===== src/design/vwbb_pkg.sv =====
// ----------------------------------------------------------------------------
// vwbb_pkg
// Shared widths, reset values and cell control type for the vertex welder.
// ----------------------------------------------------------------------------
package vwbb_pkg;

  localparam int IN_COORD_W  = 12;
  localparam int IN_DATA_W   = 24;
  localparam int IDX_OUT_W   = 7;
  localparam int BOX_OUT_W   = 13;
  localparam int OUT_DATA_W  = 64;
  localparam int OUT_USER_W  = 2;
  localparam int THR_W       = 25;

  localparam logic [THR_W-1:0] THR_RESET = 25'd500;

  // control type used by every cell of the vertex ring; shift is shared, load is per cell
  typedef struct packed {
    logic shift;
    logic load;
  } cell_ctrl_t;

  // result flags carried in tuser, highest bit first
  typedef struct packed {
    logic table_full;
    logic is_new;
  } out_flags_t;

endpackage


===== src/design/vwbb_cell.sv =====
// ----------------------------------------------------------------------------
// vwbb_cell
// One slot of the vertex ring: holds a stored point, passes it to its
// neighbour while the ring turns, or takes a new point on append.
// ----------------------------------------------------------------------------
module vwbb_cell #(
  parameter int CW = 12
) (
  input  logic                clk,
  input  vwbb_pkg::cell_ctrl_t ctrl,
  input  logic [CW-1:0]       nbr_x,
  input  logic [CW-1:0]       nbr_y,
  input  logic [CW-1:0]       load_x,
  input  logic [CW-1:0]       load_y,
  output logic [CW-1:0]       vx,
  output logic [CW-1:0]       vy
);

  logic [CW-1:0] x_r;
  logic [CW-1:0] y_r;

  always_ff @(posedge clk) begin
    if (ctrl.shift) begin
      x_r <= nbr_x;
      y_r <= nbr_y;
    end else if (ctrl.load) begin
      x_r <= load_x;
      y_r <= load_y;
    end
  end

  assign vx = x_r;
  assign vy = y_r;

endmodule


===== config.mk =====
export PLATFORM = sky130hd
export DESIGN_NAME = vwbb_cell
export DESIGN_NICKNAME = d
export VERILOG_FILES = /design/src/design/vwbb_pkg.sv /design/src/design/vwbb_cell.sv
export SDC_FILE = /design/constraint.sdc
export NUM_CORES = 1
export LEC_CHECK = 0
export BUFFER_PORTS_ARGS = -buffer_cell sky130_fd_sc_hd__buf_2
export CAP_MARGIN = 20
export CORE_ASPECT_RATIO = 2
export CORE_MARGIN = 2
export CORE_UTILIZATION = 40
export CTS_CLUSTER_SIZE = 10
export DETAILED_ROUTE_END_ITERATION = 7
export GPL_TIMING_DRIVEN = 0
export PLACE_DENSITY_LB_ADDON = 0.15
export SYNTH_ARGS = -nofsm -noshare
export SYNTH_HDL_FRONTEND = slang
export SYNTH_SLANG_ARGS = --single-unit

===== constraint.sdc =====
create_clock -name clk -period 1.9 [get_ports clk]
set_input_delay 0.19 -clock clk [delete_from_list [all_inputs] [get_ports clk]]
set_output_delay 0.19 -clock clk [all_outputs]
set_load 0.1 [all_outputs]

Word-level counts from Yosys, hierarchy flattened
Index checks and enable logic that the tools add are counted.
{ "word_totals": {"register_bits": 24, "in_bits": 51, "output_inout_bits": 24, "word_cells": 7} }
{ "classes": {"n_mux": 4, "n_reduce_logical": 1} }
{ "op_table": {"columns": ["cell", "n"], "rows": [
  ["$mux 12", 4],
  ["$reduce_bool 2->1", 1]
]} }

Logic depth before layout (Yosys ltp)
{ "depth": {"word_depth": 2, "ltp_mapped": 3, "mapped_depth_nobuf": 1} }

Worst setup path before layout
OpenSTA, ideal clock, no wires.
{ "synth_path": {"path_kind": "input -> register", "start": "input port ctrl[1] (netlist name)", "end": "register x_r[0], in the netlist vx[0], enable pin", "setup_ns": 0.382, "arrival_time_ns": 1.035, "t_required_ns": 1.518, "slack_ns": 0.483, "cell_stages": 3, "n_path_buf": 2, "cell_sequence": "buf_6 > buf_12 > or2_1"} }
{ "synth_between": {"elab_chain_len": 1} }
{ "synth_rtl": {"columns": ["element", "line_no", "text"], "rows": [
  ["start, declared", "vwbb_cell.sv:10", "input vwbb_pkg::cell_ctrl_t ctrl,"],
  ["$reduce_bool 2->1 (no source line)", null, null],
  ["end signal, assigned", "vwbb_cell.sv:24", "x_r <= nbr_x;"],
  ["end signal, assigned", "vwbb_cell.sv:27", "x_r <= load_x;"],
  ["end, declared", "vwbb_cell.sv:19", "logic [CW-1:0] x_r;"]
]} }
Every way passes these cells.
A chain may end at the register's enable or synchronous reset.

Final worst setup path
{ "layout_path": {"start": "input port ctrl[1] (netlist name)", "end": "register x_r[10], in the netlist vx[10], enable pin"} }
Same word-level chain as after synthesis.

==> report_table.html <==
<table>
<tr><th>Metric</th><th>Value</th></tr>
<tr><th colspan="2">Outcome</th></tr>
<tr><td>Result of the run</td><td>complete, no violations</td></tr>
<tr><th colspan="2">Logic synthesis</th></tr>
<tr><td>Distinct cell type count after synthesis</td><td>6</td></tr>
<tr><td>Number of synthesized register bits</td><td>24</td></tr>
<tr><td>Gate Count Post-Synth</td><td>52</td></tr>
<tr><td>Share of synthesized area occupied by flip-flops and latches</td><td>64.4%</td></tr>
<tr><td>Syn_area_per_cell</td><td>21.5 sq um</td></tr>
<tr><td>Synth Warn #</td><td>0</td></tr>
<tr><td>Mapped Nets</td><td>103</td></tr>
<tr><td>Post-synthesis instance area</td><td>1120 sq um</td></tr>
<tr><th colspan="2">Hold path</th></tr>
<tr><td>Hold Path Stages</td><td>2</td></tr>
<tr><td>Class of the tightest hold or removal check</td><td>primary input to flop</td></tr>
<tr><th colspan="2">Power</th></tr>
<tr><td>Clock share of power</td><td>18.4%</td></tr>
<tr><td>Internal power</td><td>0.930 mW</td></tr>
<tr><td>Fraction of power consumed by sequential logic</td><td>42.0%</td></tr>
<tr><td>Final total power</td><td>1.58 mW</td></tr>
<tr><td>Net switching power figure</td><td>0.647 mW</td></tr>
<tr><td>Proportion of total power due to net switching</td><td>41.0%</td></tr>
<tr><td>Total power per unit cell area</td><td>1010 nW/um^2</td></tr>
<tr><td>Static power due to leakage</td><td>0.757 nW</td></tr>
<tr><td>Comb power frac</td><td>39.6%</td></tr>
<tr><td>Peak supply drop</td><td>0.000721 V</td></tr>
<tr><th colspan="2">Detailed routing</th></tr>
<tr><td>Post-detailed-route via-to-cell ratio</td><td>4.63</td></tr>
<tr><td>Remaining number of nets flagged by the antenna check after routing</td><td>0</td></tr>
<tr><td>Vias post-DR</td><td>732</td></tr>
<tr><td>Detailed-routing iteration count for the pre-antenna-repair pass</td><td>2</td></tr>
<tr><td>Sum of routed wire length over all layers</td><td>2040 um</td></tr>
<tr><td>Violation count after the first detailed-routing iteration</td><td>10</td></tr>
<tr><td>DRC violation count after routing</td><td>0</td></tr>
<tr><td>Average wire length per cell after detail routing</td><td>12.9 um</td></tr>
<tr><th colspan="2">Layout</th></tr>
<tr><td>Register cell area after layout</td><td>721 sq um</td></tr>
<tr><td>NumNets Final</td><td>181</td></tr>
<tr><td>P&amp;R area growth vs syn</td><td>39.9%</td></tr>
<tr><td>Antenna cells</td><td>0</td></tr>
<tr><td>Total area of multi-input combinational cells</td><td>348 sq um</td></tr>
<tr><td>Number of fill cells in the layout</td><td>239</td></tr>
<tr><td>Fraction of layout cells with a size suffix above 1</td><td>79.8%</td></tr>
<tr><th colspan="2">Job</th></tr>
<tr><td># Max-Cap Violations</td><td>0</td></tr>
<tr><th colspan="2">Place</th></tr>
<tr><td>Gpl congestion</td><td>0.628</td></tr>
<tr><td>Dpl hpwl</td><td>1620 um</td></tr>
<tr><td>Port buffer count</td><td>73</td></tr>
<tr><th colspan="2">STA</th></tr>
<tr><td>Worst-margin pin slew</td><td>1.01 ns</td></tr>
<tr><td>Remaining max-slew budget at the tightest pin</td><td>32.8%</td></tr>
<tr><td>Clock period minus worst slack</td><td>1.37 ns</td></tr>
<tr><td>Setup Total Neg Slack</td><td>0 ns</td></tr>
<tr><td>Setup repair after global routing missed its margin</td><td>false</td></tr>
<tr><td>Max-slew violation total from the final report</td><td>0</td></tr>
<tr><td>Share of the clock period used by the worst path after layout</td><td>71.9%</td></tr>
<tr><td>Final setup violation count</td><td>0</td></tr>
<tr><td>Final Hold Violating Endpoints</td><td>0</td></tr>
<tr><td>Achievable clock frequency</td><td>732 MHz</td></tr>
<tr><th colspan="2">Floorplan</th></tr>
<tr><td>Area of the die</td><td>3260 sq um</td></tr>
<tr><td>Starting density of the core</td><td>41.4%</td></tr>
<tr><td>Row cnt</td><td>27</td></tr>
<tr><td>Die outline width</td><td>41.4 um</td></tr>
<tr><td>Vertical die dimension</td><td>78.8 um</td></tr>
<tr><td>Number of placed I/O pins</td><td>75</td></tr>
<tr><td>Area inside the core boundary</td><td>2700 sq um</td></tr>
<tr><th colspan="2">Worst setup path</th></tr>
<tr><td>Worst path buffer plus inverter count</td><td>2</td></tr>
<tr><td>CP endpoint kind</td><td>flop</td></tr>
<tr><td>Worst setup path category</td><td>primary input to flop</td></tr>
<tr><td>CP cell instances</td><td>buf_6 -&gt; buf_12 -&gt; or2_1</td></tr>
<tr><td>Longest individual stage delay on the worst path</td><td>0.78 ns</td></tr>
<tr><td>Largest delay share family, worst path</td><td>simple AND/OR/NAND/NOR gates</td></tr>
<tr><td>Worst-path maximum fanout</td><td>24</td></tr>
<tr><td>Slowest CP cell</td><td>or2_1</td></tr>
<tr><td>Startpoint kind of the worst setup timing path</td><td>primary input</td></tr>
<tr><td>Critical path required time</td><td>1.78 ns</td></tr>
<tr><td>Total number of cells along the worst setup path</td><td>3</td></tr>
<tr><td>CP Data Arrival Time</td><td>1.25 ns</td></tr>
<tr><th colspan="2">Clock network</th></tr>
<tr><td>Clock-pin slew of the registers on the worst-case setup and hold paths</td><td>0.08 ns</td></tr>
<tr><td>Total of hold buffers inserted after clock tree synthesis</td><td>0</td></tr>
<tr><td>Clock Sink Count</td><td>24</td></tr>
<tr><td>Library cell used as clock root buffer</td><td>clkbuf_8</td></tr>
<tr><td>PostCTS Resize Cnt</td><td>0</td></tr>
<tr><td>CTS Buffer Depth</td><td>2</td></tr>
<tr><td>Number of H-tree levels</td><td>1</td></tr>
<tr><td>Setup Fix Bufs, Post-CTS</td><td>0</td></tr>
<tr><td>Total clock buffers created by CTS</td><td>3</td></tr>
<tr><td>TritonCTS clock tree</td><td>built</td></tr>
<tr><th colspan="2">Global routing</th></tr>
<tr><td>Tot GR Track Use</td><td>12.9%</td></tr>
<tr><td>First-pass GRT wire length</td><td>3260 um</td></tr>
<tr><td>Aggregate global routing overflow</td><td>0</td></tr>
<tr><td>Pin count of the biggest net entering global routing</td><td>25</td></tr>
<tr><td>Vias in the first global route</td><td>760</td></tr>
<tr><td>Number of antenna violations at the first check in global routing</td><td>0</td></tr>
</table>
## metal layers
metal  global-route usage (%)  vias up  wire length, um
li1                         -      355                -
met1                     12.6      332              650
met2                     24.7       43             1180
met3                     2.95        2              194
met4                     5.81        0               22
met5                        0        -                0
## path summary, 6_finish.rpt
check                 startpoint                to  slack [ns]
worst max-delay path     ctrl[1]  vx[10]$_DFFE_PP_        0.53
worst min-delay path   load_y[1]   vy[1]$_DFFE_PP_        0.23
## kinds of logic (layout without fill, tap and decap cells)
kind of cell,after synthesis,in the layout,share of synthesized area (%)
and+or+nand+nor,1,1,0.559
buffers and inverters,3,80,4.58
DFF,24,24,64.4
muxes,24,24,30.5
## flip-flops by register name, indices dropped and copies added (netlist names)
signal	flops
vx	12
vy	12
## power by group through the flow
stage	Clock [mW]	Sequential, mW	Combinational (mW)
floorplan	0	1.10	0.0900
global placement	0	0.672	0.623
detailed placement	0	0.675	0.628
CTS	0.307	0.663	0.629
global route	0.323	0.669	0.642
finish	0.291	0.662	0.624
## cell type report
type,instances,area share [%]
clock buffers,3,2.64
multi-input cells,25,22.2
flip-flops and latches,24,46.0
plain buffers,3,3.27
clock inverters,1,0.240
well taps,29,2.32
repair buffers,73,23.3
## stage by stage
| stage | util [%] | setup WS, ns | instance area (sq um) | instances | hold WS [ns] |
|---|---|---|---|---|---|
| after floorplan | - | 0.483 | 1120 | 52 | 0.407 |
| after global placement | 56.3 | 0.255 | 1520 | 154 | 0.489 |
| after detailed placement | 56.3 | 0.204 | 1520 | 154 | 0.494 |
| after CTS | 58.0 | 0.487 | 1570 | 158 | 0.217 |
| after global routing | 58.0 | 0.425 | 1570 | 158 | 0.217 |
| final | 58.0 | 0.533 | 1570 | 158 | 0.226 |
## cell usage in the layout, fill, tap and decap left out
cell | synthesis | final
clkbuf_8 | 0 | 3
buf_6 | 1 | 1
buf_12 | 2 | 2
edfxtp_1 | 24 | 24
clkinv_1 | 0 | 1
buf_2 | 0 | 73
mux2_2 | 5 | 5
mux2_4 | 19 | 19
or2_1 | 1 | 1
## synth_stat cells
cell | number | area share [%]
mux2_2 | 5 | 5.0
buf_12 | 2 | 3.6
or2_1 | 1 | 0.56
mux2_4 | 19 | 25
edfxtp_1 | 24 | 64
buf_6 | 1 | 1.0
Note: power is estimated with default switching activity, not from simulation.
