$ cat config.mk
export PLATFORM = sky130hd
export DESIGN_NAME = vwbb_dist
export DESIGN_NICKNAME = d
export VERILOG_FILES = /design/src/design/vwbb_pkg.sv /design/src/design/vwbb_dist.sv
export SDC_FILE = /design/constraint.sdc
export NUM_CORES = 1
export LEC_CHECK = 0
export BUFFER_PORTS_ARGS = -buffer_cell sky130_fd_sc_hd__buf_4
export CAP_MARGIN = 15
export CELL_PAD_IN_SITES_DETAIL_PLACEMENT = 0
export CELL_PAD_IN_SITES_GLOBAL_PLACEMENT = 1
export CORE_ASPECT_RATIO = 1.5
export CORE_MARGIN = 2
export CORE_UTILIZATION = 53
export CTS_CLUSTER_DIAMETER = 120
export CTS_CLUSTER_SIZE = 24
export DETAILED_ROUTE_END_ITERATION = 16
export GPL_ROUTABILITY_DRIVEN = 0
export GPL_TIMING_DRIVEN = 0
export HOLD_SLACK_MARGIN = 0.08
export PLACE_DENSITY_LB_ADDON = 0.12
export SLEW_MARGIN = 5
export SYNTH_ARGS = -nofsm -noshare
export SYNTH_HDL_FRONTEND = slang
export SYNTH_SLANG_ARGS = --single-unit
$ cat constraint.sdc
create_clock -name clk -period 12.5 [get_ports clk]
set_input_delay 0 -clock clk [delete_from_list [all_inputs] [get_ports clk]]
set_output_delay 0 -clock clk [all_outputs]
set_load 0.005 [all_outputs]
$ cat src/design/vwbb_pkg.sv
// ----------------------------------------------------------------------------
// vwbb_pkg
// Shared widths, reset values and cell control type for the vertex welder.
// ----------------------------------------------------------------------------
package vwbb_pkg;

  localparam int IN_COORD_W  = 12;
  localparam int IN_DATA_W   = 24;
  localparam int IDX_OUT_W   = 7;
  localparam int BOX_OUT_W   = 13;
  localparam int OUT_DATA_W  = 64;
  localparam int OUT_USER_W  = 2;
  localparam int THR_W       = 25;

  localparam logic [THR_W-1:0] THR_RESET = 25'd500;

  // control type used by every cell of the vertex ring; shift is shared, load is per cell
  typedef struct packed {
    logic shift;
    logic load;
  } cell_ctrl_t;

  // result flags carried in tuser, highest bit first
  typedef struct packed {
    logic table_full;
    logic is_new;
  } out_flags_t;

endpackage

$ cat src/design/vwbb_dist.sv
// ----------------------------------------------------------------------------
// vwbb_dist
// Squared distance pipeline at the head of the ring: absolute differences,
// squares, then sum and compare against the merge threshold.
// ----------------------------------------------------------------------------
module vwbb_dist #(
  parameter int CW = 12,
  parameter int IW = 7
) (
  input  logic                       clk,
  input  logic                       rst_n,
  input  logic                       feed_valid,
  input  logic [IW-1:0]              feed_idx,
  input  logic [CW-1:0]              head_x,
  input  logic [CW-1:0]              head_y,
  input  logic [CW-1:0]              pt_x,
  input  logic [CW-1:0]              pt_y,
  input  logic [vwbb_pkg::THR_W-1:0] thr,
  output logic                       hit,
  output logic [IW-1:0]              hit_idx
);

  localparam int SQW  = 2 * CW;
  localparam int SW   = SQW + 1;
  localparam int CMPW = (SW > vwbb_pkg::THR_W) ? SW : vwbb_pkg::THR_W;

  logic           v1_r;
  logic           v2_r;
  logic [IW-1:0]  i1_r;
  logic [IW-1:0]  i2_r;
  logic [CW-1:0]  dx_r;
  logic [CW-1:0]  dy_r;
  logic [SQW-1:0] sqx_r;
  logic [SQW-1:0] sqy_r;
  logic [SW-1:0]  sum;

  always_ff @(posedge clk) begin
    if (!rst_n) begin
      v1_r <= 1'b0;
      v2_r <= 1'b0;
    end else begin
      v1_r <= feed_valid;
      v2_r <= v1_r;
    end
  end

  always_ff @(posedge clk) begin
    i1_r  <= feed_idx;
    dx_r  <= (head_x > pt_x) ? (head_x - pt_x) : (pt_x - head_x);
    dy_r  <= (head_y > pt_y) ? (head_y - pt_y) : (pt_y - head_y);
    i2_r  <= i1_r;
    sqx_r <= SQW'(dx_r) * SQW'(dx_r);
    sqy_r <= SQW'(dy_r) * SQW'(dy_r);
  end

  assign sum     = SW'(sqx_r) + SW'(sqy_r);
  assign hit     = v2_r && (CMPW'(sum) < CMPW'(thr));
  assign hit_idx = i2_r;

endmodule
; ---- Yosys cells after proc, flatten, opt, wreduce, memory -nomap -nowiden
; Cells that the tools add are included.
[classes]
multipliers = 2
mux = 2
order_cmp = 3
add_sub_neg = 5
n_reduce_logical = 1
[op_table]
columns = operator, n
row1 = $mul 12x12->24, 2
row2 = $sub 12x12->12, 4
row3 = $add 24x24->25, 1
row4 = $lt 25x25->1, 1
row5 = $gt 12x12->1, 2
row6 = $mux 12, 2
row7 = $logic_and 1x1->1, 1
[totals]
register_bits = 88
elab_cells = 21
in_bits = 83
output_inout_bits = 8

; ---- Depth between registers and ports, before layout
; Gate-level depths: netlist of the first run.
[depth]
ltp_word = 3
ltp_mapped = 22
ltp_nobuf = 21

; ---- Worst setup path before layout of the first run
; No wires, ideal clock.
[synth_timing]
path_kind = flip-flop to flip-flop
startpoint = register dx_r[6]
endpoint = register sqx_r[17]
setup_time_ns = 0.122
path_slack_ns = 7.355
arrival_time_ns = 5.023
n_path_buf = 1
synth_period_minus_slack_ns = 5.145
path_stages_with_launch = 20
required_ns = 12.378
path_cell_list = dfxtp_1 clkbuf_1 nand2_1 inv_1 fa_1 fa_1 inv_1 fa_1 inv_1 fa_1 inv_1 fa_1 inv_1 ha_1 and4_1 a2111o_1 a21oi_1 o21ba_2 nor3_1 a311o_1
[synth_via]
elab_chain_len = 1
[synth_lines]
columns = item, line
row1 = "start, declared", vwbb_dist.sv:31  ; logic [CW-1:0] dx_r;
row2 = "start signal, assigned", vwbb_dist.sv:49  ; dx_r <= (head_x > pt_x) ? (head_x - pt_x) : (pt_x - head_x);
row3 = $mul 12x12->24, vwbb_dist.sv:52  ; sqx_r <= SQW'(dx_r) * SQW'(dx_r);
row4 = "end signal, assigned", vwbb_dist.sv:52
row5 = "end, declared", vwbb_dist.sv:33  ; logic [SQW-1:0] sqx_r;
; Every way passes these cells.
; A chain may end at the register's enable or synchronous reset.

; ---- Final worst setup path of the first run
[layout_timing]
startpoint = register dx_r[3]
endpoint = register sqx_r[21]
; The elaborated chain is that of the path after synthesis.

==> results of run 1 <==
==> sequential cells by signal, indices dropped and copies added, names as in the netlist <==
register and count:
v2_r 1, dx_r 12, sqx_r 23, sqy_r 23, i1_r 7, dy_r 12, v1_r 1, hit_idx 7
==> placed cells by master (no fill, tap or decap), types with 11 or more instances in the layout <==
| master | instances |
|---|---|
| mux2i_1 | 20 |
| dlygate4sd3_1 | 21 |
| dfxtp_1 | 86 |
| nor2_1 | 60 |
| o21a_1 | 15 |
| and2_1 | 82 |
| fa_1 | 162 |
| nand4_1 | 13 |
| inv_1 | 355 |
| o21ai_0 | 47 |
| or2_2 | 11 |
| xnor2_1 | 51 |
| nor2b_1 | 24 |
| a21o_1 | 23 |
| nor3_1 | 16 |
| a21oi_1 | 61 |
| nand2_1 | 86 |
| buf_4 | 93 |
| xor2_1 | 29 |
| nand2b_1 | 14 |
| clkbuf_1 | 28 |
| ha_1 | 209 |
| a211oi_1 | 12 |
| o211ai_1 | 11 |
==> how the worst max path moves through the flow <==
stage / cells after the start / slack (ns) / start / endpoint
global route: 18 / 6.28 / dx_r[3]$_DFF_P_ / sqx_r[21]$_DFF_P_
detailed placement: 18 / 6.60 / dx_r[7]$_DFF_P_ / sqx_r[21]$_DFF_P_
finish: 18 / 6.56 / dx_r[3]$_DFF_P_ / sqx_r[21]$_DFF_P_
global placement: 18 / 6.63 / dx_r[7]$_DFF_P_ / sqx_r[21]$_DFF_P_
floorplan: 19 / 7.35 / dx_r[6]$_DFF_P_ / sqx_r[17]$_DFF_P_
CTS: 18 / 6.58 / dx_r[7]$_DFF_P_ / sqx_r[21]$_DFF_P_
==> layout make-up <==
type | instances | area (um2)
Multi-Input combinational cell | 1047 | 10200
Fill cell | 2302 | 9950
Sequential cell | 86 | 1720
Inverter | 355 | 1330
Timing Repair Buffer | 111 | 886
Tap cell | 328 | 410
Clock buffer | 11 | 243
Buffer | 35 | 161
Clock inverter | 5 | 106
==> synth_stat cells, types with 13 or more instances <==
| master | instances | area, um2 |
|---|---|---|
| ha_1 | 209 | 2620 |
| and2_1 | 82 | 513 |
| o21a_1 | 15 | 113 |
| fa_1 | 162 | 3240 |
| nand2b_1 | 14 | 87.6 |
| a21oi_1 | 61 | 305 |
| mux2i_1 | 20 | 200 |
| nand2_1 | 86 | 323 |
| nor3_1 | 16 | 80.1 |
| clkbuf_1 | 27 | 101 |
| o21ai_0 | 47 | 235 |
| inv_1 | 355 | 1330 |
| a21o_1 | 23 | 173 |
| nand4_1 | 13 | 81.3 |
| nor2b_1 | 24 | 150 |
| xnor2_1 | 51 | 447 |
| nor2_1 | 60 | 225 |
| xor2_1 | 29 | 254 |
| dfxtp_1 | 86 | 1720 |
==> layer usage <==
metal | vias to the layer above | global-route usage (%)
met5 | - | 0
met2 | 175 | 43.4
met3 | 42 | 2.45
met1 | 4875 | 24.7
met4 | 0 | 6.62
li1 | 5079 | -
==> worst max-delay path, cell delays in order, from the launching register on <==
cell	delay (ns)
dfxtp_1	0.43
clkbuf_1	0.46
nand2_1	0.20
inv_1	0.11
fa_1	0.44
fa_1	0.53
inv_1	0.06
fa_1	0.52
inv_1	0.05
fa_1	0.47
inv_1	0.05
fa_1	0.52
inv_1	0.04
ha_1	0.35
and4_1	0.26
a2111o_1	0.40
a21oi_1	0.21
o21ai_0	0.32
o311ai_1	0.39
==> logic make-up after synthesis <==
kind of cell,after synthesis
compound gates,234
xor+xnor,80
fa+ha+maj,371
buf+inv,390
flops,86
mux,23
simple gates,339
==> stage by stage <==
step / cells / area, um2
global route: 1978 / 15000
finish: 1978 / 15000
detailed placement: 1941 / 14500
floorplan: 1523 / 13400
CTS: 1978 / 15000
global placement: 1941 / 14500
==> repair_timing <==
item | 4_1_cts | 5_1_grt
buffers inserted | 0 | 0
hold buffers | 21 | 0
setup endpoints to repair | 0 | 0
endpoints found under the hold margin | 16 | 0
==> results.md, run 1 <==
- Starting Density: 53.6%
- Crit Reg-Reg Endpoint: sqx_r[21]$_DFF_P_
- CTS tree: done
- Syn nets: 1977
- Synth Area in XOR/XNOR: 5.24%
- Setup WS pre-CTS: 6.60 ns
- Worst-margin pin slew: 0.710 ns
- Seq/Total Area, Yosys: between 10 and 15%
- Complex-gate fraction of the synthesized area: around an eighth
- Synth Area in Adders: a little over two fifths
- Worst Path Required: 12.74 ns
- Mux cell area share after synthesis: 1.75%
- First-pass GRT wire length: 47.4 mm
- Core area: 0.0250 mm2
- I/O Buffers: 90
- Worst Hold Margin: 0.0897 ns
- DR top layer: met4
- Reg2Reg Setup Slack: 6.56 ns
- Worst r2r src: dx_r[3]$_DFF_P_
- Iteration-0 DRC Markers: 305
- Hold Crit Endpoint: dy_r[11]$_DFF_P_
- Hold Crit Start: head_y[11]
- Antenna viol nets, final: 0
- Post-synthesis register bit count: 86
- Num CTS Buffers: 9
- CTS root buffer: clkbuf_16
- Inserted Diodes: 0
- Post-synth EDFFs: 0
- Clock tree buffer depth: 2
- Synth warn: 0
- Layout Skew: 0.0134 ns
- Synth Area per Inst: a little under 9 um2
- Clk slew on worst S/H paths: 0.06 ns
- Ys async rst share: 0%
- Rel. slew slack: 52.2%
- Worst Path Max Fanout: 10
- Number of global-route vias before repair: 10659
- Max Freq: ~170 MHz
- Fin. Hold Viols: 0
- Cells after Synth: 1523
- GRT overflow: 0
- Fin crit period: just under 6 ns
- Status: finished clean
- Final setup vio count: 0
- WL met1: roughly 11 mm
- Tcrit/Tclk final: 47.5%
- RSZ-0062 raised after global routing: no
- Die Span Y: 199 um
- Met3 Wirelength: 828 um
- Average routed wire per standard cell: 13.8 um
- Cell Area, Synth: between 0.01 and 0.015 mm2
- Layout cells sized above 1: under 10%
- Total GRT Usage: 22.1%
- Library cells used by synthesis: 67
- Hold crit path type: primary input to register
- Top-level I/O count: 91
- Critical path class: register to register
- Total Neg Setup Slack: 0 ns
- Max-cap viol count: 0
- DP Wirelength: 23.8 mm
- Post-route worst setup slack: 6.56 ns
- Hold Crit Depth: 3
- Row count: 71
- H-Tree Level Count: 3
- Final #Nets: 2099
- Die ar.: approximately 0.027 mm2
- Main synth FF type: dfxtp_1
- Drt drc: 0
- Met2 WL: 14.8 mm
- Initial antenna violation count: 1
- Via density: 5.14
- Clock latency on the worst-skew pair: 0.36 ns
- Chip width: 134 um
- FF-to-FF path depth: 18
- Util after Layout: roughly three fifths
- Element type at the critical path end: register
- Slew Viols, Final: 0
- Critical Path AT: 6.19 ns
- Resized Gates After CTS: 0
- Area Growth Syn to Fin: 12.3%
- Via count: 10171
- Main combinational cell family by area after synthesis: adder cells
- Sinks on Clock Net: 86
- Drt first pass iters: 5
- Simple-Gate Fraction of Synth Area: 13.1%
- Drt total wl: around 27 mm
- Crit path launch type: register
- Pin count of the biggest net entering global routing: 15
Power of run 1 is not shown: default switching activity piles up to over one toggle a cycle in this logic, so the estimate is an artifact.
==> run 2: changes to the inputs <==
--- a/config.mk
+++ b/config.mk
@@ -11,7 +11,7 @@
 export CELL_PAD_IN_SITES_GLOBAL_PLACEMENT = 1
 export CORE_ASPECT_RATIO = 1.5
 export CORE_MARGIN = 2
-export CORE_UTILIZATION = 53
+export CORE_UTILIZATION = 49
 export CTS_CLUSTER_DIAMETER = 120
 export CTS_CLUSTER_SIZE = 24
 export DETAILED_ROUTE_END_ITERATION = 16
==> constraint.sdc (replaced) <==
create_clock -name clk -period 5.7 [get_ports clk]
set_input_delay 0 -clock clk [delete_from_list [all_inputs] [get_ports clk]]
set_output_delay 0 -clock clk [all_outputs]
set_load 0.005 [all_outputs]
==> results.md, run 2 (synthesis results as in run 1) <==
- Status: finished clean (unchanged)
- Hold crit path type: primary input to register (unchanged)
- Die Span Y: 206 um (was 199 um)
- Drt drc: 0 (unchanged)
- Drt first pass iters: 5 (unchanged)
- Via count: 10265 (was 10171)
- # fillers: 2624 (was 2302)
- Worst setup path start: dx_r[0]$_DFF_P_ (was dx_r[3]$_DFF_P_)
- Clock latency on the worst-skew pair: 0.37 ns (was 0.36 ns)
- Total GRT Usage: 20.6% (was 22.1%)
- Critical path class: register to register (unchanged)
- Max-cap viol count: 0 (unchanged)
- Core area: 0.0270 mm2 (was 0.0250 mm2)
- Inserted Diodes: 0 (unchanged)
- H-Tree Level Count: 3 (unchanged)
- CTS root buffer: clkbuf_16 (unchanged)
- Area Growth Syn to Fin: 13.4% (was 12.3%)
- Util after Layout: 56.1% (was 60.2%)
- Element type at the critical path end: register (unchanged)
- Max Freq: 183 MHz (was 168 MHz)
- Antenna viol nets, final: 0 (unchanged)
- Sinks on Clock Net: 86 (unchanged)
- Worst r2r src: dx_r[0]$_DFF_P_ (was dx_r[3]$_DFF_P_)
- Clk slew on worst S/H paths: 0.06 ns (about the same)
- Met1 Use GR: 22.6% (was 24.7%)
- Rel. slew slack: 56.6% (was 52.2%)
- Starting Density: 49.5% (was 53.6%)
- Slowest stage cell, crit path: fa_1 (unchanged)
- Final setup vio count: 0 (unchanged)
- I/O Buffers: 90 (unchanged)
- GR Util met3: 2.18% (was 2.45%)
- GRT busiest layer: met2 (unchanged)
- Layout Skew: 0.00723 ns (was 0.0134 ns)
- Tcrit/Tclk final: 95.9% (was 47.5%)
- Hold Crit Start: head_y[11] (unchanged)
- Row count: 74 (was 71)
- First-pass GRT wire length: 47.8 mm (was 47.4 mm)
- Worst-margin pin slew: 0.634 ns (was 0.710 ns)
- Average routed wire per standard cell: 14.1 um (was 13.8 um)
- Clock tree buffer depth: 2 (unchanged)
- Final #Nets: 2104 (was 2099)
- Worst Path Required: 5.94 ns (was 12.74 ns)
- GRT overflow: 0 (unchanged)
- DP Wirelength: 24.2 mm (was 23.8 mm)
- Top-level I/O count: 91 (unchanged)
- Worst Hold Margin: 0.0849 ns (was 0.0897 ns)
- Chip width: 139 um (was 134 um)
- Critical-path cell list: clkbuf_1, and2_1, fa_1, inv_1, fa_1, inv_1, fa_1, fa_1, inv_1, fa_1, inv_1, ha_1, and4_1, a2111o_1, a21oi_2, o21ba_2, nor3_1, a311o_1 (was clkbuf_1, nand2_1, inv_1, fa_1, fa_1, inv_1, fa_1, inv_1, fa_1, inv_1, fa_1, inv_1, ha_1, and4_1, a2111o_1, a21oi_1, o21ai_0, o311ai_1)
- Pin count of the biggest net entering global routing: 15 (unchanged)
- Iteration-0 DRC Markers: 308 (was 305)
- Total Neg Setup Slack: 0 ns (unchanged)
- M2 GR Usage: 40.2% (was 43.4%)
- Largest registers: sqx_r (23), sqy_r (23) (unchanged)
- Fin. Hold Viols: 0 (unchanged)
- RSZ-0062 raised after global routing: no (unchanged)
- Drt total wl: 28.1 mm (was 27.2 mm)
- Slew Viols, Final: 0 (unchanged)
- Die ar.: 0.0287 mm2 (was 0.0265 mm2)
- Fin crit period: 5.47 ns (was 5.94 ns)
- Postcts setup bufs: 0 (unchanged)
- Num CTS Buffers: 9 (unchanged)
- Layout cells sized above 1: 9.85% (was 8.61%)
- Initial antenna violation count: 0 (was 1)
- Most frequent cells in the layout: inv_1, ha_1, fa_1 (unchanged)
- Crit path launch type: register (unchanged)
- Critical Path AT: 5.71 ns (was 6.19 ns)
- CP most frequent cell: fa_1
- Commonest non-fill, non-tap cell in the layout: inv_1 (unchanged)
- CTS tree: done (unchanged)
- Via density: 5.14 (about the same)
- Worst path max stage delay: 0.49 ns (was 0.53 ns)
- Number of global-route vias before repair: 10693 (was 10659)
- Worst Path Max Fanout: 10 (unchanged)
[run 2: cell count changes in the layout (fill, tap and decap cells not counted), sizes merged]
cell,previous run,this run
dlygate4sd3,21,28
clkbuf,38,33
buf,98,100
bufinv,3,4
clkinv,1,2
clkinvlp,1,0
[run 2: metal layers]
layer  routed length [um]  up-vias
met5                    0        -
met4                  818        0
met3                  794       49
met2                15400      184
met1                11100     4937
li1                     -     5095
[run 2: path summary, 6_finish.rpt]
kind,to,slack [ns],cells past startpoint
worst max-delay path,sqx_r[17]$_DFF_P_,0.23,18
worst min-delay path,dy_r[11]$_DFF_P_,0.08,3
worst max register to register,sqx_r[17]$_DFF_P_,0.23,18
worst min register to register,hit_idx[4]$_DFF_P_,0.33,0
[run 2: timing repair]
item / 4_1_cts / 5_1_grt
endpoints found under the hold margin: 23 / 0
setup endpoints to repair: 5 / 10
hold buffers: 28 / 0
resized for setup: 7 / 32
[run 2: area by class of cell]
| class | count | area, um2 | share of cell area (%) |
|---|---|---|---|
| clock inverters | 6 | 134 | 0.883 |
| plain buffers | 33 | 180 | 1.19 |
| multi-input cells | 1047 | 10200 | 67.1 |
| flip-flops and latches | 86 | 1720 | 11.4 |
| repair buffers | 118 | 956 | 6.31 |
| inverters | 355 | 1330 | 8.79 |
| clock buffers | 10 | 229 | 1.51 |
| well taps | 342 | 428 | 2.82 |
[run 2: critical path, delay by kind of cell, from the launching register on]
| family | cells | cell delay, ns |
|---|---|---|
| adder cells (fa/ha/maj) | 6 | 2.61 |
| AO/OA/AOI/OAI | 4 | 1.08 |
| buffers and inverters | 5 | 0.67 |
| AND/OR/NAND/NOR | 3 | 0.50 |
| flip-flops | 1 | 0.47 |
[run 2: stage by stage]
stage | instance area, um2 | cells | setup slack (ns)
final | 15200 | 1997 | 0.232
after global routing | 15200 | 1997 | 0.00272
after CTS | 15100 | 1998 | 0.0447
after detailed placement | 14500 | 1955 | -0.187
after global placement | 14500 | 1955 | -0.202
after floorplan | 13400 | 1523 | 0.555
Power of run 2 is left out for the same reason.
==> run 3: changes to the inputs <==
--- a/config.mk
+++ b/config.mk
@@ -18,7 +18,7 @@
 export GPL_ROUTABILITY_DRIVEN = 0
 export GPL_TIMING_DRIVEN = 0
 export HOLD_SLACK_MARGIN = 0.08
-export PLACE_DENSITY_LB_ADDON = 0.12
+export PLACE_DENSITY_LB_ADDON = 0.1
 export SLEW_MARGIN = 5
 export SYNTH_ARGS = -nofsm -noshare
 export SYNTH_HDL_FRONTEND = slang
==> results.md, run 3 (synthesis results as in run 1) <==
- Most frequent cells in the layout: inv_1, ha_1, fa_1 (unchanged)
- Via density: 5.10 (was 5.14)
- CP Depth: 19 (was 18)
- Starting Density: 49.5% (unchanged)
- Area Growth Syn to Fin: 12.3% (was 13.4%)
- Drt drc: 0 (unchanged)
- Worst-margin pin slew: 0.655 ns (was 0.634 ns)
- Via count: 10152 (was 10265)
- Postcts setup bufs: 0 (unchanged)
- CTS root buffer: clkbuf_16 (unchanged)
- Crit path buf inv count: 6 (was 5)
- Slew Viols, Final: 0 (unchanged)
- Total GRT Usage: 20.8% (was 20.6%)
- Worst path max stage delay: 0.53 ns (was 0.49 ns)
- Worst Path Required: 5.93 ns (was 5.94 ns)
- Critical path class: register to register (unchanged)
- Average routed wire per standard cell: 14.1 um (about the same)
- Worst Hold Margin: 0.0915 ns (was 0.0849 ns)
- Sinks on Clock Net: 86 (unchanged)
- Die Span Y: 206 um (unchanged)
- Layout Skew: 0.00694 ns (was 0.00723 ns)
- Fin. Hold Viols: 0 (unchanged)
- Iteration-0 DRC Markers: 300 (was 308)
- Core area: 0.0270 mm2 (unchanged)
- Tcrit/Tclk final: 95.7% (was 95.9%)
- Number of global-route vias before repair: 10602 (was 10693)
- Drt first pass iters: 5 (unchanged)
- Rel. slew slack: 55.2% (was 56.6%)
- Critical-path cell list: clkbuf_4, nand2_1, inv_1, fa_1, fa_1, inv_1, fa_1, inv_1, fa_1, inv_1, fa_1, inv_1, ha_1, and4_1, a2111o_1, a21oi_2, o21ba_2, nor3_1, a311o_1 (was clkbuf_1, and2_1, fa_1, inv_1, fa_1, inv_1, fa_1, fa_1, inv_1, fa_1, inv_1, ha_1, and4_1, a2111o_1, a21oi_2, o21ba_2, nor3_1, a311o_1)
- Drt total wl: 28.1 mm (about the same)
- CTS tree: done (unchanged)
- Clk slew on worst S/H paths: 0.06 ns (about the same)
- Commonest non-fill, non-tap cell in the layout: inv_1 (unchanged)
- Largest registers: sqx_r (23), sqy_r (23) (unchanged)
- RSZ-0062 raised after global routing: no (unchanged)
- Die ar.: 0.0287 mm2 (unchanged)
- Worst Path Max Fanout: 10 (unchanged)
- Final setup vio count: 0 (unchanged)
- Max Freq: 183 MHz (about the same)
- Chip width: 139 um (unchanged)
- Pin count of the biggest net entering global routing: 14 (was 15)
- Hold crit path type: primary input to register (unchanged)
- Slowest stage cell, crit path: fa_1 (unchanged)
- Num CTS Buffers: 9 (unchanged)
- Inserted Diodes: 0 (unchanged)
- Hold Crit Depth: 3 (unchanged)
- Clock latency on the worst-skew pair: 0.36 ns (was 0.37 ns)
- I/O Buffers: 90 (unchanged)
- Top-level I/O count: 91 (unchanged)
- Initial antenna violation count: 0 (unchanged)
- DP Wirelength: 24.4 mm (was 24.2 mm)
- Crit path launch type: register (unchanged)
- Final #Nets: 2098 (was 2104)
- Clock tree buffer depth: 2 (unchanged)
- CP top delay family: adder cells (unchanged)
- Critical Path AT: 5.69 ns (was 5.71 ns)
- FF-to-FF path depth: 19 (was 18)
- Fin crit period: 5.46 ns (was 5.47 ns)
- Element type at the critical path end: register (unchanged)
- Status: finished clean (unchanged)
- Antenna viol nets, final: 0 (unchanged)
- Row count: 74 (unchanged)
- Max-cap viol count: 0 (unchanged)
- First-pass GRT wire length: 48.1 mm (was 47.8 mm)
- H-Tree Level Count: 3 (unchanged)
- GRT overflow: 0 (unchanged)
- Layout cells sized above 1: 9.89% (was 9.85%)
[run 3: cell types whose count changed in the layout (fill, tap and decap cells not counted), sizes merged]
cell,previous run,this run
clkinv,2,1
bufinv,4,0
buf,100,99
dlygate4sd3,28,22
clkbuf,33,36
clkinvlp,0,2
[run 3: cell type report]
cell class | instances | area [um2]
Sequential cell | 86 | 1720
Clock inverter | 3 | 20.0
Multi-Input combinational cell | 1047 | 10200
Fill cell | 2620 | 12000
Tap cell | 342 | 428
Clock buffer | 12 | 256
Inverter | 355 | 1330
Buffer | 33 | 184
Timing Repair Buffer | 112 | 896
[run 3: per-layer routing]
metal | global-route usage [%] | up-vias | part of all wire (%) | routed length, um
met3 | 2.80 | 46 | 2.9 | 821
met5 | 0 | - | 0 | 0
met2 | 40.1 | 166 | 55 | 15300
met4 | 8.19 | 0 | 3.0 | 833
li1 | - | 5093 | - | -
met1 | 22.9 | 4847 | 40 | 11100
[run 3: final timing paths]
| kind | start | end | slack (ns) |
|---|---|---|---|
| worst max register to register | dx_r[7]$_DFF_P_ | sqx_r[17]$_DFF_P_ | 0.24 |
| worst min-delay path | pt_y[2] | dy_r[2]$_DFF_P_ | 0.09 |
| worst max-delay path | dx_r[7]$_DFF_P_ | sqx_r[17]$_DFF_P_ | 0.24 |
| worst min register to register | i1_r[4]$_DFF_P_ | hit_idx[4]$_DFF_P_ | 0.32 |
[run 3: worst register-to-register path, cell delays in order (launching register included)]
cell	delay [ns]
dfxtp_1	0.42
clkbuf_4	0.27
nand2_1	0.11
inv_1	0.08
fa_1	0.44
fa_1	0.53
inv_1	0.06
fa_1	0.53
inv_1	0.05
fa_1	0.47
inv_1	0.05
fa_1	0.52
inv_1	0.04
ha_1	0.35
and4_1	0.27
a2111o_1	0.43
a21oi_2	0.17
o21ba_2	0.21
nor3_1	0.05
a311o_1	0.30
[run 3: stage by stage]
stage	util [%]	std cells	setup TNS, ns	instance area [um2]	worst slack (ns)
finish	55.5	1990	0	15000	0.243
CTS	55.4	1991	0	15000	0.00610
global route	55.5	1990	0	15000	0.00656
global placement	53.5	1955	-0.374	14500	-0.175
floorplan	-	1523	0	13400	0.555
detailed placement	53.5	1955	-0.502	14500	-0.193
[run 3: what timing repair did]
item                       CTS  global route
hold buffers                22             0
setup endpoints to repair    4            12
gates resized for setup      5            38
hold endpoints to repair    17             0
Power of run 3 is left out for the same reason.
